==> src/rtl/grid_fov_ray_cast_defines.svh <==
// ---------------------------------------------------------------------------
// Assertion macros for the grid field-of-view ray caster
// Implication checks that vanish when the design is built for synthesis.
// ---------------------------------------------------------------------------
`ifndef GRID_FOV_RAY_CAST_DEFINES_SVH
`define GRID_FOV_RAY_CAST_DEFINES_SVH
`ifndef SYNTHESIS
// Same-cycle implication, disabled while reset is asserted.
`define GFRC_ASSERT_IMP(name, clk, rstn, ante, cons) \
  name: assert property (@(posedge clk) disable iff (!rstn) (ante) |-> (cons)) \
    else $error("gfrc assertion failed");
// Next-cycle implication, disabled while reset is asserted.
`define GFRC_ASSERT_NXT(name, clk, rstn, ante, cons) \
  name: assert property (@(posedge clk) disable iff (!rstn) (ante) |=> (cons)) \
    else $error("gfrc assertion failed");
`else
`define GFRC_ASSERT_IMP(name, clk, rstn, ante, cons)
`define GFRC_ASSERT_NXT(name, clk, rstn, ante, cons)
`endif
`endif

==> src/rtl/gfrc_pkg.sv <==
// ---------------------------------------------------------------------------
// gfrc_pkg
// Command codes, register indexes and the controller/datapath interface.
// ---------------------------------------------------------------------------
`default_nettype none

package gfrc_pkg;

  localparam int CmdW     = 3;
  localparam int PosW     = 6;
  localparam int RadW     = 7;
  localparam int CfgIdxW  = 1;
  localparam int CfgDataW = 7;

  typedef enum logic [CmdW-1:0] {
    CMD_WR_TRANS = 3'd0,
    CMD_COMPUTE  = 3'd1,
    CMD_QUERY    = 3'd2,
    CMD_CLEAR    = 3'd3,
    CMD_WR_EXPL  = 3'd4
  } cmd_e;

  typedef enum logic [CfgIdxW-1:0] {
    CFG_GRID_WIDTH  = 1'b0,
    CFG_GRID_HEIGHT = 1'b1
  } cfg_idx_e;

  // Commands from the controller to the datapath.
  typedef struct packed {
    logic load;
    logic sweep_clr;
    logic sweep_en;
    logic sweep_all;
    logic sweep_exp;
    logic wr_cmd;
    logic rd_pos;
    logic mark_origin;
    logic tgt_init;
    logic tgt_next;
    logic ray_init;
    logic ray_mark;
    logic ray_step;
    logic res_load;
  } ctl_t;

  // Status from the datapath to the controller.
  typedef struct packed {
    logic [CmdW-1:0] cmd;
    logic            ok;
    logic            sweep_last;
    logic            r_zero;
    logic            tgt_in_disc;
    logic            tgt_last;
    logic            ray_ok;
    logic            ray_stop;
    logic            out_busy;
  } sts_t;

endpackage

`default_nettype wire

==> src/rtl/gfrc_ctrl.sv <==
// ---------------------------------------------------------------------------
// gfrc_ctrl
// Sequencer for clearing sweeps, the target scan and the ray stepper.
// ---------------------------------------------------------------------------
`default_nettype none

`include "grid_fov_ray_cast_defines.svh"

module gfrc_ctrl import gfrc_pkg::*; (
  input  wire logic clk_i,
  input  wire logic rst_ni,
  input  wire logic in_valid_i,
  output logic      in_stall_o,
  input  wire sts_t sts_i,
  output ctl_t      ctl_o
);

  typedef enum logic [9:0] {
    S_BOOT     = 10'b0000000001,
    S_IDLE     = 10'b0000000010,
    S_DISPATCH = 10'b0000000100,
    S_SWEEP    = 10'b0000001000,
    S_ORIGIN   = 10'b0000010000,
    S_TGT      = 10'b0000100000,
    S_TNEXT    = 10'b0001000000,
    S_CHECK    = 10'b0010000000,
    S_READ     = 10'b0100000000,
    S_DONE     = 10'b1000000000
  } state_e;

  state_e state_q, state_d;

  always_ff @(posedge clk_i or negedge rst_ni) begin
    if (!rst_ni) begin
      state_q <= S_BOOT;
    end else begin
      state_q <= state_d;
    end
  end

  assign in_stall_o = (state_q != S_IDLE);

  always_comb begin
    state_d = state_q;
    ctl_o   = '0;
    case (state_q)
      S_BOOT: begin
        ctl_o.sweep_en  = 1'b1;
        ctl_o.sweep_all = 1'b1;
        ctl_o.sweep_exp = 1'b1;
        if (sts_i.sweep_last) begin
          state_d = S_IDLE;
        end
      end
      S_IDLE: begin
        if (in_valid_i) begin
          ctl_o.load = 1'b1;
          state_d    = S_DISPATCH;
        end
      end
      S_DISPATCH: begin
        case (sts_i.cmd)
          CMD_WR_TRANS, CMD_WR_EXPL: begin
            ctl_o.wr_cmd = 1'b1;
            state_d      = S_DONE;
          end
          CMD_COMPUTE, CMD_CLEAR: begin
            ctl_o.sweep_clr = 1'b1;
            state_d         = S_SWEEP;
          end
          CMD_QUERY: begin
            ctl_o.rd_pos = 1'b1;
            state_d      = S_DONE;
          end
          default: state_d = S_DONE;
        endcase
      end
      S_SWEEP: begin
        ctl_o.sweep_en  = 1'b1;
        ctl_o.sweep_exp = (sts_i.cmd == CMD_CLEAR);
        if (sts_i.sweep_last) begin
          state_d = ((sts_i.cmd == CMD_COMPUTE) && sts_i.ok) ? S_ORIGIN : S_DONE;
        end
      end
      S_ORIGIN: begin
        ctl_o.mark_origin = 1'b1;
        if (sts_i.r_zero) begin
          state_d = S_DONE;
        end else begin
          ctl_o.tgt_init = 1'b1;
          state_d        = S_TGT;
        end
      end
      S_TGT: begin
        if (sts_i.tgt_in_disc) begin
          ctl_o.ray_init = 1'b1;
          state_d        = S_CHECK;
        end else begin
          state_d = S_TNEXT;
        end
      end
      S_TNEXT: begin
        if (sts_i.tgt_last) begin
          state_d = S_DONE;
        end else begin
          ctl_o.tgt_next = 1'b1;
          state_d        = S_TGT;
        end
      end
      S_CHECK: begin
        if (sts_i.ray_ok) begin
          ctl_o.ray_mark = 1'b1;
          state_d        = S_READ;
        end else begin
          state_d = S_TNEXT;
        end
      end
      S_READ: begin
        if (sts_i.ray_stop) begin
          state_d = S_TNEXT;
        end else begin
          ctl_o.ray_step = 1'b1;
          state_d        = S_CHECK;
        end
      end
      S_DONE: begin
        if (!sts_i.out_busy) begin
          ctl_o.res_load = 1'b1;
          state_d        = S_IDLE;
        end
      end
      default: state_d = S_IDLE;
    endcase
  end

  // A result that cannot be handed over keeps the sequencer waiting.
  `GFRC_ASSERT_NXT(a_done_holds, clk_i, rst_ni, (state_q == S_DONE) && sts_i.out_busy, state_q == S_DONE)
  // A cell that passed its checks is always followed by the transparency test.
  `GFRC_ASSERT_NXT(a_mark_then_read, clk_i, rst_ni, (state_q == S_CHECK) && sts_i.ray_ok, state_q == S_READ)
  // An accepted word is always decoded in the following cycle.
  `GFRC_ASSERT_NXT(a_accept_dispatch, clk_i, rst_ni, (state_q == S_IDLE) && in_valid_i, state_q == S_DISPATCH)

endmodule

`default_nettype wire

==> config.mk <==
export PLATFORM = sky130hd
export DESIGN_NAME = gfrc_ctrl
export DESIGN_NICKNAME = d
export VERILOG_FILES = /design/src/rtl/gfrc_pkg.sv /design/src/rtl/gfrc_ctrl.sv
export VERILOG_INCLUDE_DIRS = /design/src /design/src/rtl
export SDC_FILE = /design/constraint.sdc
export NUM_CORES = 1
export LEC_CHECK = 0
export ABC_AREA = 1
export BUFFER_PORTS_ARGS = -buffer_cell sky130_fd_sc_hd__buf_2
export CAP_MARGIN = 0
export CORE_MARGIN = 8
export CORE_UTILIZATION = 36
export DETAILED_ROUTE_END_ITERATION = 8
export PLACE_DENSITY_LB_ADDON = 0.15
export SLEW_MARGIN = 5
export SYNTH_ARGS = -nofsm -noshare
export SYNTH_HDL_FRONTEND = slang
export SYNTH_SLANG_ARGS = --single-unit
==> constraint.sdc <==
create_clock -name clk_i -period 3.5 [get_ports clk_i]
set_input_delay 0.175 -clock clk_i [delete_from_list [all_inputs] [get_ports clk_i]]
set_output_delay 0.175 -clock clk_i [all_outputs]
set_load 0.02 [all_outputs]
# [After elaboration in Yosys (flattened, before gate mapping)]
# Cells that the tools add are included.
[classes] n_mux=34 eq_ne=19 reduce_logical=6
[op_table] op="case mux 10 bit (10 select lines)" count=1
[op_table] op="2-to-1 mux 10 bit" count=8
[op_table] op="2-to-1 mux 1 bit" count=19
[op_table] op="2-to-1 mux 8 bit" count=2
[op_table] op="equality test 10 x 1 -> 1 bit, second input constant" count=1
[op_table] op="equality test 10 bit, second input constant" count=1
[op_table] op="equality test 10 x 2 -> 1 bit, second input constant" count=1
[op_table] op="equality test 10 x 3 -> 1 bit, second input constant" count=1
[op_table] op="equality test 10 x 4 -> 1 bit, second input constant" count=1
[op_table] op="equality test 10 x 5 -> 1 bit, second input constant" count=1
[op_table] op="equality test 10 x 6 -> 1 bit, second input constant" count=1
[op_table] op="equality test 10 x 7 -> 1 bit, second input constant" count=1
[op_table] op="equality test 10 x 8 -> 1 bit, second input constant" count=1
[op_table] op="equality test 10 x 9 -> 1 bit, second input constant" count=1
[op_table] op="!= test 10 x 2 -> 1 bit, second input constant" count=1
[op_table] op="2-to-1 mux 9 bit" count=1
[op_table] op="!= test 2 bit, second input constant" count=4
[op_table] op="equality test 3 x 2 -> 1 bit, second input constant" count=2
[op_table] op="OR reduction 2 bit" count=3
[op_table] op="2-to-1 mux 2 bit" count=2
[op_table] op="AND reduction 4 bit" count=1
[op_table] op="equality test 3 x 1 -> 1 bit, second input constant" count=1
[op_table] op="equality test 3 bit, second input constant" count=1
[op_table] op="logical NOT 3 bit" count=1
[op_table] op="other kinds (2)" count=2
[totals] inputBits=14 ff_bits=10 out_inout_bits=15 wordCells=60

# [Longest topological paths before layout]
# Gate-level depths: netlist (run 1).
[logic_depth] word_depth=5 depth_mapped=9 depth_no_buf=9

# [Least setup slack after synthesis (run 1)]
# OpenSTA, ideal clock, no wires.
[synth_timing] path_type="register to output" from="reg state_q[5]" to="out ctl_o[9] (netlist name)" setup_slack_ns=1.938 t_arrival_ns=1.387 path_stages_with_launch=6 required_ns=3.325 path_buffers=0 path_cell_list="dfrtp_1 > nor2_4 > nand2_4 > clkinv_2 > nand3_2 > o31ai_1"
[synth_lines] element="start: declaration" line_no="gfrc_ctrl.sv:31" text="state_e state_q, state_d;"
[synth_lines] element="start signal: assignment" line_no="gfrc_ctrl.sv:37" text="state_q <= state_d;"
[synth_lines] element="end: declaration" line_no="gfrc_ctrl.sv:15" text="output ctl_t ctl_o"

==> metrics.txt, run 1 <==
register area share after synthesis=0.278; Synth area leader=dfrtp_1; ys async rst share=1.00; LEAKAGE=0.652 nW; number of vias per cell=approximately 4.6; vias in the first global route=around 890; maximum clock rate=just over 0.5 GHz; Worst Tran Pin Value=between 0.3 and 0.4 ns; Die W=~66 µm; PortBufs=28; number of enable flip-flop cells after synthesis=0; clk_skew=around 0.0032 ns; flops & latches, synth=10; cts hold-fix bufs=1; Clock power frac=0.185; Startpoint Class=flop; Met1 Wirelength=906 µm; Post-Syn Nets=149; Setup-failing EPs final=0; total die area=0.00437 mm²; placed cells=192; Post-synth top cells=nand2_1 (30), nor2_1 (23), inv_1 (21); top post-synthesis cells by area=dfrtp_1 (25%), nand2_1 (12%), nor2_1 (9.5%), inv_1 (8.7%), nor2_4 (7.5%); top sig layer=met4; R2R Setup Slk=roughly 2.0 ns; NetSw=between 200 and 300 µW; metal3 WL=approximately 110 µm; Worst Hold Class=input port to flop; CTS tree=yes; fraction of layout cells with a size suffix above 1=0.353; initial core utilization=0.372; Routed WL per cell=11.0 µm; Pre-Repair DR Iteration Count=4; total gr overflow=0; post-layout worst setup margin=roughly 1.5 ns; Max-slew headroom=0.790; max-capacitance violation count=0; Setup Buffers After CTS=0; hold_ws=approximately 0.12 ns; Rows=18; Pwr Density=about 530 mW/mm²; synthesized area per cell=between 6 and 7 µm²; synth unique cells=26; diode count=0; htree depth=1; Crit Path Max Fanout=13; crit path DAT=~1.8 ns; Die Ht=roughly 66 µm; critical path capture point type=output port; WS Path Type=flop to output port; Root Driver=clkbuf_4; gpl congestion=a little under 0.9; Int Pwr=just over 300 µW; global-route wire length before repair=around 3700 µm; Detail Placement HPWL=approximately 1800 µm; switching share of power=0.476; max reg flops=10; synthesized instance count=between 100 and 150; fin. max-slew vios=0; Area Overhead vs Synth=23.5%; Total Routing Usage GR=0.105; RSZ-0062 raised after global routing=no; Nets=between 150 and 200; sequential power share=0.258; pre-CTS setup slack=approximately 1.9 ns; worst vdd ir=between 0.0003 and 0.0004 V; Ports=29; Comb power frac=0.557; post-CTS sizing=0; met2 WL post-DR=approximately 1100 µm; clock sink count=10; Yosys Warn Count=0; placed instance area=roughly 0.0011 mm²; fin crit share=0.558; Yosys top cell area share=0.249; largest net degree at the start of global routing=14; antenna viol nets, final=0; status=finished, final reports clean; Longest Clk Path Bufs=2; Synth Flop Type=dfrtp_1; DR iter-0 viols=33; core area=between 0.002 and 0.0025 mm²; Reg with most FFs=state_q; Req. time, crit path=about 3.3 ns; largest registers=state_q x10; initial antenna violation count=0; final WL=2160 µm; DRC Markers=0; count leader, synth=nand2_1; Clk pin slew, worst setup/hold paths=around 0.070 ns; Clk Latency, worst-skew pair=0.27 ns; Setup TNS Final=0 ns; Vias=between 900 and 1000; Non-Filler Instances=slightly below 200; crit path time final=between 1.5 and 2 ns; Synth Cell Area=about 900 µm²; final hold viol count=0; Post-Layout Inst Area=between 0.001 and 0.0015 mm²; number of CTS-inserted buffers=3
-- layer usage --
layer / track usage / vias to the layer above
li1: - / 486
met1: 0.114 / 404
met2: 0.197 / 18
met3: 0.0220 / 2
met4: 0.0320 / 0
met5: 0 / -
-- critical path: stages (launching register included) --
cell	delay [ns]
dfrtp_1	0.42
nor2_4	0.30
inv_1	0.07
nor2_1	0.16
nand2_1	0.07
nor2_1	0.13
nand2_1	0.10
nor3_2	0.09
buf_2	0.18
-- final timing paths --
| path | depth (start not counted) | from | to |
|---|---|---|---|
| worst min-delay path | 2 | sts_i[4] | state_q[6]$_DFFE_PN0P_ |
| worst max-delay path | 8 | state_q[9]$_DFFE_PN0P_ | ctl_o[7] |
| worst max register to register | 8 | state_q[9]$_DFFE_PN0P_ | state_q[1]$_DFFE_PN0P_ |
| worst min register to register | 2 | state_q[3]$_DFFE_PN0P_ | state_q[3]$_DFFE_PN0P_ |
| min in group asynchronous | 2 | rst_ni | state_q[2]$_DFFE_PN0P_ |
| max in group asynchronous | 2 | rst_ni | state_q[0]$_DFFE_PN1P_ |
-- power by group through the flow --
stage	combinational, mW	sequential (mW)	clock [mW]
floorplan	0.266	0.153	0
global placement	0.328	0.154	0
detailed placement	0.331	0.155	0
CTS	0.332	0.153	0.110
global route	0.371	0.155	0.116
finish	0.329	0.152	0.109
-- logic make-up after synthesis --
kind of cell           share of synthesized area
AND/OR/NAND/NOR                            0.566
flip-flops                                 0.278
AO/OA/AOI/OAI                             0.0429
buffers and inverters                      0.113
-- area by class of cell --
| type | instances | area [µm²] |
|---|---|---|
| multi-input cells | 100 | 551 |
| inverters | 24 | 91.3 |
| fillers | 245 | 1320 |
| well taps | 30 | 37.5 |
| repair buffers | 29 | 150 |
| flip-flops and latches | 10 | 251 |
| clock buffers | 4 | 36.3 |
-- metrics by stage --
step                total power, mW   util
floorplan                     0.420      -
global placement              0.482  0.440
detailed placement            0.486  0.440
CTS                           0.595  0.459
global route                  0.642  0.459
finish                        0.591  0.459
-- layout by cell type, fill, tap and decap left out, drive strengths merged, types with 2 or more instances in the layout --
| master | synthesis | final |
|---|---|---|
| buf | 1 | 28 |
| clkbuf | 0 | 4 |
| dfrtp | 9 | 9 |
| inv | 23 | 23 |
| nand2 | 35 | 35 |
| nand3 | 15 | 15 |
| nand4 | 3 | 3 |
| nor2 | 34 | 34 |
| nor3 | 3 | 3 |
| nor4 | 2 | 2 |
| o22ai | 2 | 2 |
Note: power is estimated with default switching activity, not from simulation.
==> run 2, diff against run 1 <==
ABC_AREA = 0   (was 1)
clock period = 1.7 ns   (was 3.5 ns; I/O delays follow)
==> run 2 against run 1 <==
Net effect:
- the run now ends with setup timing left
- sequential power up 110%
- global-route usage rose by 6.0 points
- critical path type unchanged
- critical endpoint unchanged
- via count rose by 11%
==> metrics.txt, run 2 <==
total gr overflow=0 (unchanged); number of vias per cell=5.48 (was 4.62); top post-synthesis cells by area=dfrtp_1 (29%), nor4_1 (5.7%), or4_4 (4.4%), nor2b_1 (4.1%), dfstp_2 (3.4%) (was dfrtp_1 (25%), nand2_1 (12%), nor2_1 (9.5%), inv_1 (8.7%), nor2_4 (7.5%)); DR iter-0 viols=22 (was 33); Setup-failing EPs final=22 (was 0); crit path time final=2.49 ns; Vias=1013 (was 910); CTS tree=yes (unchanged); Longest Clk Path Bufs=2 (unchanged); LEAKAGE=0.764 nW (was 0.652 nW); Post-synth top cells=dfrtp_1 (9), nand2_1 (7), nor4_1 (7) (was nand2_1 (30), nor2_1 (23), inv_1 (21)); DRC Markers=0 (unchanged); Worst Tran Pin Value=0.536 ns (was 0.315 ns); worst vdd ir=0.000952 V (was 0.000385 V); flops & latches, synth=10 (unchanged); initial antenna violation count=0 (unchanged); Startpoint Class=flop (unchanged); synth unique cells=40 (was 26); fin. max-slew vios=0 (unchanged); Req. time, crit path=1.62 ns (was 3.32 ns); failing checks=setup timing; register area share after synthesis=0.329 (was 0.278); Crit Path Max Fanout=2 (was 13); global-route wire length before repair=4580 µm (was 3700 µm); count leader, synth=dfrtp_1 (was nand2_1); final hold viol count=0 (unchanged); gpl congestion=0.845 (was 0.895); core area=0.00198 mm² (was 0.00243 mm²); total die area=0.00385 mm² (was 0.00437 mm²); Area Overhead vs Synth=103% (was 23.5%); Pwr Density=1200 mW/mm² (was 529 mW/mm²); most frequent cells in the layout=buf_4 (40), buf_6 (16), buf_2 (13) (was nand2_1 (30), buf_2 (28), nor2_1 (23)); status=finished with violations (was finished, final reports clean); Most common cell on crit path=or4_4; Clk Latency, worst-skew pair=0.27 ns (about the same); ys async rst share=1.00 (unchanged); post-layout worst setup margin=-0.787 ns (was 1.55 ns); most common cell after layout, fill and taps aside=buf_4 (was nand2_1); synthesized area per cell=8.69 µm² (was 6.70 µm²); critical path capture point type=output port (unchanged); Nets=173 (was 182); crit path DAT=2.40 ns (was 1.78 ns); NetSw=728 µW (was 282 µW); number of CTS-inserted buffers=3 (unchanged); Synth area leader=dfrtp_1 (unchanged); switching share of power=0.391 (was 0.476); Yosys Warn Count=0 (unchanged); Die Ht=62.1 µm (was 66.1 µm); Pre-Repair DR Iteration Count=4 (unchanged); htree depth=1 (unchanged); PortBufs=28 (unchanged); Synth Cell Area=764 µm² (was 905 µm²); Clock power frac=0.096 (was 0.185); Yosys top cell area share=0.295 (was 0.249); Die W=62.1 µm (was 66.1 µm); Total Routing Usage GR=0.165 (was 0.105); Ports=29 (unchanged); Post-Syn Nets=102 (was 149); WS Path Type=flop to output port (unchanged); diode count=0 (unchanged); vias in the first global route=1008 (was 893); antenna viol nets, final=0 (unchanged); largest registers=state_q x10 (unchanged); number of enable flip-flop cells after synthesis=0 (unchanged); initial core utilization=0.386 (was 0.372); Reg with most FFs=state_q (unchanged); Synth Flop Type=dfrtp_1 (unchanged); final WL=3110 µm (was 2160 µm); fraction of layout cells with a size suffix above 1=0.677 (was 0.353); hold_ws=0.0187 ns (was 0.122 ns); RSZ-0062 raised after global routing=yes (was no); synthesized instance count=88 (was 135); CP max stage delay=0.43 ns (was 0.42 ns); Routed WL per cell=16.8 µm (was 11.0 µm); clk_skew=0.00712 ns (was 0.00321 ns); clock sink count=10 (unchanged); Comb power frac=0.732 (was 0.557); max-capacitance violation count=0 (unchanged); largest net degree at the start of global routing=11 (was 14); Worst Hold Class=input port to flop (unchanged); sequential power share=0.172 (was 0.258); Clk pin slew, worst setup/hold paths=0.07 ns (about the same); Root Driver=clkbuf_4 (unchanged); maximum clock rate=roughly 0.40 GHz; Int Pwr=1.13 mW (was 310 µW); max reg flops=10 (unchanged); fin crit share=1.46; pre-CTS setup slack=-0.511 ns (was 1.86 ns); crit-path cells=or2_4, or4_4, or4_4, or3_4, nor3_4, buf_6 (was nor2_4, inv_1, nor2_1, nand2_1, nor2_1, nand2_1, nor3_2, buf_2); Rows=16 (was 18); Max-slew headroom=0.639 (was 0.790); Worst path slowest cell=or4_4 (was dfrtp_1); Detail Placement HPWL=1970 µm (was 1810 µm)
-- run 2: cell count changes after synthesis, sizes merged, moves of 5 or more --
cell,previous run,this run
nand3,15,2
inv,23,5
nor2b,0,5
nand2,35,7
nor4,2,7
nor2,34,5
-- run 2: cell type report --
type                       count  area (µm²)
clock buffer                   4        26.3
fill                         126         432
inverter                       5        21.3
multi-input combinational     68         651
sequential                    10         253
tap                           27        33.8
timing repair buffer          71         566
-- run 2: path summary, 6_finish.rpt --
kind / from / end / slack, ns / depth (start not counted)
max in group asynchronous: rst_ni / state_q[0]$_DFFE_PN1P_ / 1.22 / 2
max reg2reg: state_q[6]$_DFFE_PN0P_ / state_q[1]$_DFFE_PN0P_ / -0.53 / 6
max: state_q[6]$_DFFE_PN0P_ / ctl_o[7] / -0.79 / 6
min reg2reg: state_q[9]$_DFFE_PN0P_ / state_q[0]$_DFFE_PN1P_ / 0.69 / 2
min: sts_i[9] / state_q[4]$_DFFE_PN0P_ / 0.02 / 2
min in group asynchronous: rst_ni / state_q[8]$_DFFE_PN0P_ / 0.21 / 2
-- run 2: what timing repair did --
item,CTS,global route
hold buffers,2,0
endpoints found under the hold margin,11,0
endpoints found under the setup margin,23,25
pin swaps,8,5
buffers inserted,9,8
resized for setup,45,13
-- run 2: cell families (layout without fill, tap and decap cells) --
logic type / Yosys count / after routing / synth area share
AND/OR/NAND/NOR: 52 / 52 / 0.439
flip-flops: 10 / 10 / 0.329
XOR/XNOR: 2 / 2 / 0.0229
buffers and inverters: 10 / 80 / 0.0589
AO/OA/AOI/OAI: 14 / 14 / 0.151
-- run 2: power groups by stage --
stage | Sequential (mW) | Clock (mW) | Combinational (mW)
after global routing | 0.321 | 0.200 | 1.44
after floorplan | 0.300 | 0 | 0.533
after detailed placement | 0.312 | 0 | 0.918
final | 0.320 | 0.178 | 1.36
after global placement | 0.311 | 0 | 0.904
after CTS | 0.310 | 0.180 | 1.23
-- run 2: routing by layer --
metal | vias up | GRT usage | routed length, µm
met3 | 8 | 0.0473 | 185
li1 | 470 | - | -
met5 | - | 0 | 0
met2 | 33 | 0.271 | 1560
met4 | 0 | 0.0812 | 69
met1 | 502 | 0.189 | 1300
-- run 2: through the flow --
stage / std cells / setup TNS (ns) / area, µm² / power [mW] / util
after CTS: 178 / -7.97 / 1440 / 1.72 / 0.728
after global routing: 185 / -10.32 / 1550 / 1.96 / 0.782
final: 185 / -8.46 / 1550 / 1.86 / 0.782
after detailed placement: 163 / -4.45 / 1150 / 1.23 / 0.580
after global placement: 163 / -4.56 / 1150 / 1.22 / 0.580
after floorplan: 88 / -4.47 / 815 / 0.833 / -
-- run 2: worst max-delay path: cells and delay by family (launching register included) --
kind	cells	cell delay [ns]
AND/OR/NAND/NOR	5	1.61
flip-flops	1	0.38
buffers and inverters	1	0.14
==> run 3, diff against run 2 <==
clock period = 2.8 ns   (was 1.7 ns; I/O delays follow)
==> run 3 against run 2 <==
Net effect:
- the flow now finishes without violations
- sequential share of layout area up 9.7 points
- clock skew down 0.0018 ns
- total power down 63%
- die area unchanged
- worst hold slack better by 0.031 ns
- design area down 38%
- clock-buffer cell count unchanged
- critical path depth unchanged
- register-to-register slack better by 1.1 ns
- non-clock buffer count down 41
- clock power down 26%
- critical path type unchanged
- largest power group unchanged
==> metrics.txt, run 3 (synthesized netlist as in run 2, its figures left out) <==
Clk Latency, worst-skew pair=0.27 ns (about the same); maximum clock rate=approximately 0.37 GHz; Die W=62.1 µm (unchanged); fraction of layout cells with a size suffix above 1=0.376 (was 0.677); crit path time final=roughly 2.7 ns; Nets=132 (was 173); antenna viol nets, final=0 (unchanged); htree depth=1 (unchanged); Req. time, crit path=2.66 ns (was 1.62 ns); post-CTS sizing=0 (was 45); R2R Setup Slk=0.58 ns (was -0.53 ns); Setup Buffers After CTS=0 (was 9); number of CTS-inserted buffers=3 (unchanged); LEAKAGE=0.506 nW (was 0.764 nW); Max-slew headroom=0.687 (was 0.639); max-capacitance violation count=0 (unchanged); Vias=754 (was 1013); Worst Hold Class=input port to flop (unchanged); largest registers=state_q x10 (unchanged); Detail Placement HPWL=1670 µm (was 1970 µm); Total Routing Usage GR=0.117 (was 0.165); total die area=0.00385 mm² (unchanged); DR iter-0 viols=21 (was 22); gpl congestion=0.795 (was 0.845); largest net degree at the start of global routing=12 (was 11); final WL=2050 µm (was 3110 µm); FF+latch area=251 µm² (was 253 µm²); Pwr Density=707 mW/mm² (was 1200 mW/mm²); Post-Layout Inst Area=966 µm² (was 0.00155 mm²); Rows=16 (unchanged); Setup TNS Final=0 ns (was -8.46 ns); CTS tree=yes (unchanged); fin. max-slew vios=0 (unchanged); diode count=0 (unchanged); DRC Markers=0 (unchanged); worst vdd ir=0.000385 V (was 0.000952 V); PortBufs=28 (unchanged); post-route core utilization=0.487 (was 0.782); Pre-Repair DR Iteration Count=4 (unchanged); Worst Tran Pin Value=0.465 ns (was 0.536 ns); core area=0.00198 mm² (unchanged); RSZ-0062 raised after global routing=no (was yes); Clk pin slew, worst setup/hold paths=0.07 ns (about the same); most frequent cells in the layout=buf_2 (28), dfrtp_1 (9), nor4_1 (7), nand2_1 (7) (was buf_4 (40), buf_6 (16), buf_2 (13)); initial antenna violation count=0 (unchanged); Setup-failing EPs final=0 (was 22); final hold viol count=0 (unchanged); status=finished, final reports clean (was finished with violations); Ports=29 (unchanged); global-route wire length before repair=3360 µm (was 4580 µm); clk_skew=0.00536 ns (was 0.00712 ns); critical path capture point type=output port (unchanged); number of vias per cell=5.24 (was 5.48); Area Overhead vs Synth=26.4% (was 103%); placed instance area=920 µm² (was 0.00115 mm²); multi-input logic area=468 µm² (was 651 µm²); WS Path Type=flop to output port (unchanged); Startpoint Class=flop (unchanged); total gr overflow=0 (unchanged); vias in the first global route=777 (was 1008); Longest Clk Path Bufs=2 (unchanged); fin crit share=0.956; clock sink count=10 (unchanged); Die Ht=62.1 µm (unchanged); most common cell after layout, fill and taps aside=buf_2 (was buf_4); initial core utilization=0.386 (unchanged); Fillers=189 (was 126); Reg with most FFs=state_q (unchanged); max reg flops=10 (unchanged); crit path DAT=2.54 ns (was 2.40 ns); Root Driver=clkbuf_4 (unchanged); Crit Path Max Fanout=8 (was 2); Routed WL per cell=14.2 µm (was 16.8 µm)
run 3: cell types whose count changed in the layout (fill, tap and decap cells not counted), moves of 2 or more:
cell / before / now
buf_4: 40 / 1
buf_6: 16 / 0
buf_2: 13 / 28
nor4_1: 1 / 7
nor3_1: 0 / 3
nor3_4: 3 / 0
nor4_2: 3 / 0
nor4_4: 3 / 0
inv_1: 3 / 5
nand2_1: 5 / 7
nor2_1: 3 / 5
nor4b_4: 2 / 0
run 3: critical path, cell delays in order (launching register included):
cell and delay [ns]:
dfrtp_1 0.40, or2_4 0.27, or4_4 0.48, or4_4 0.44, or3_1 0.38, nor3_2 0.12
buf_2 0.19
run 3: per-stage QoR:
step / setup slack, ns / instances / hold WS (ns) / power [mW]
2_1_floorplan: 0.372 / 88 / -0.156 / 0.471
3_3_place_gp: 0.458 / 139 / 0.0162 / 0.550
3_5_place_dp: 0.432 / 139 / 0.0211 / 0.553
4_1_cts: 0.118 / 144 / 0.0499 / 0.690
5_1_grt: 0.0449 / 144 / 0.0413 / 0.735
6_report: 0.123 / 144 / 0.0498 / 0.683
run 3: timing repair:
item / 4_1_cts / 5_1_grt
endpoints found under the hold margin: 10 / 0
hold buffers: 1 / 0
setup endpoints to repair: 0 / 0
run 3: path summary, 6_finish.rpt:
path	depth (start not counted)	endpoint	from
worst max-delay path	6	ctl_o[7]	state_q[6]$_DFFE_PN0P_
worst min-delay path	2	state_q[0]$_DFFE_PN1P_	sts_i[6]
worst max register to register	5	state_q[1]$_DFFE_PN0P_	state_q[6]$_DFFE_PN0P_
worst min register to register	2	state_q[0]$_DFFE_PN1P_	state_q[0]$_DFFE_PN1P_
max in group asynchronous	2	state_q[0]$_DFFE_PN1P_	rst_ni
min in group asynchronous	2	state_q[9]$_DFFE_PN0P_	rst_ni
run 3: layout make-up:
type / count / share of cell area
Multi-Input combinational cell: 68 / 0.484
Sequential cell: 10 / 0.260
Timing Repair Buffer: 30 / 0.163
Clock buffer: 4 / 0.0376
Tap cell: 27 / 0.0350
Inverter: 5 / 0.0194
run 3: routing by layer:
metal	GRT usage	wire, µm
met1	0.143	1000
met2	0.187	908
met3	0.0432	128
met4	0.0292	10
met5	0	0
run 3: power breakdown:
part           switching, mW  internal [mW]  leakage [nW]
clock                 0.0525         0.0790        0.0210
combinational          0.193          0.150         0.353
sequential            0.0426          0.166         0.132
total                  0.288          0.395         0.506
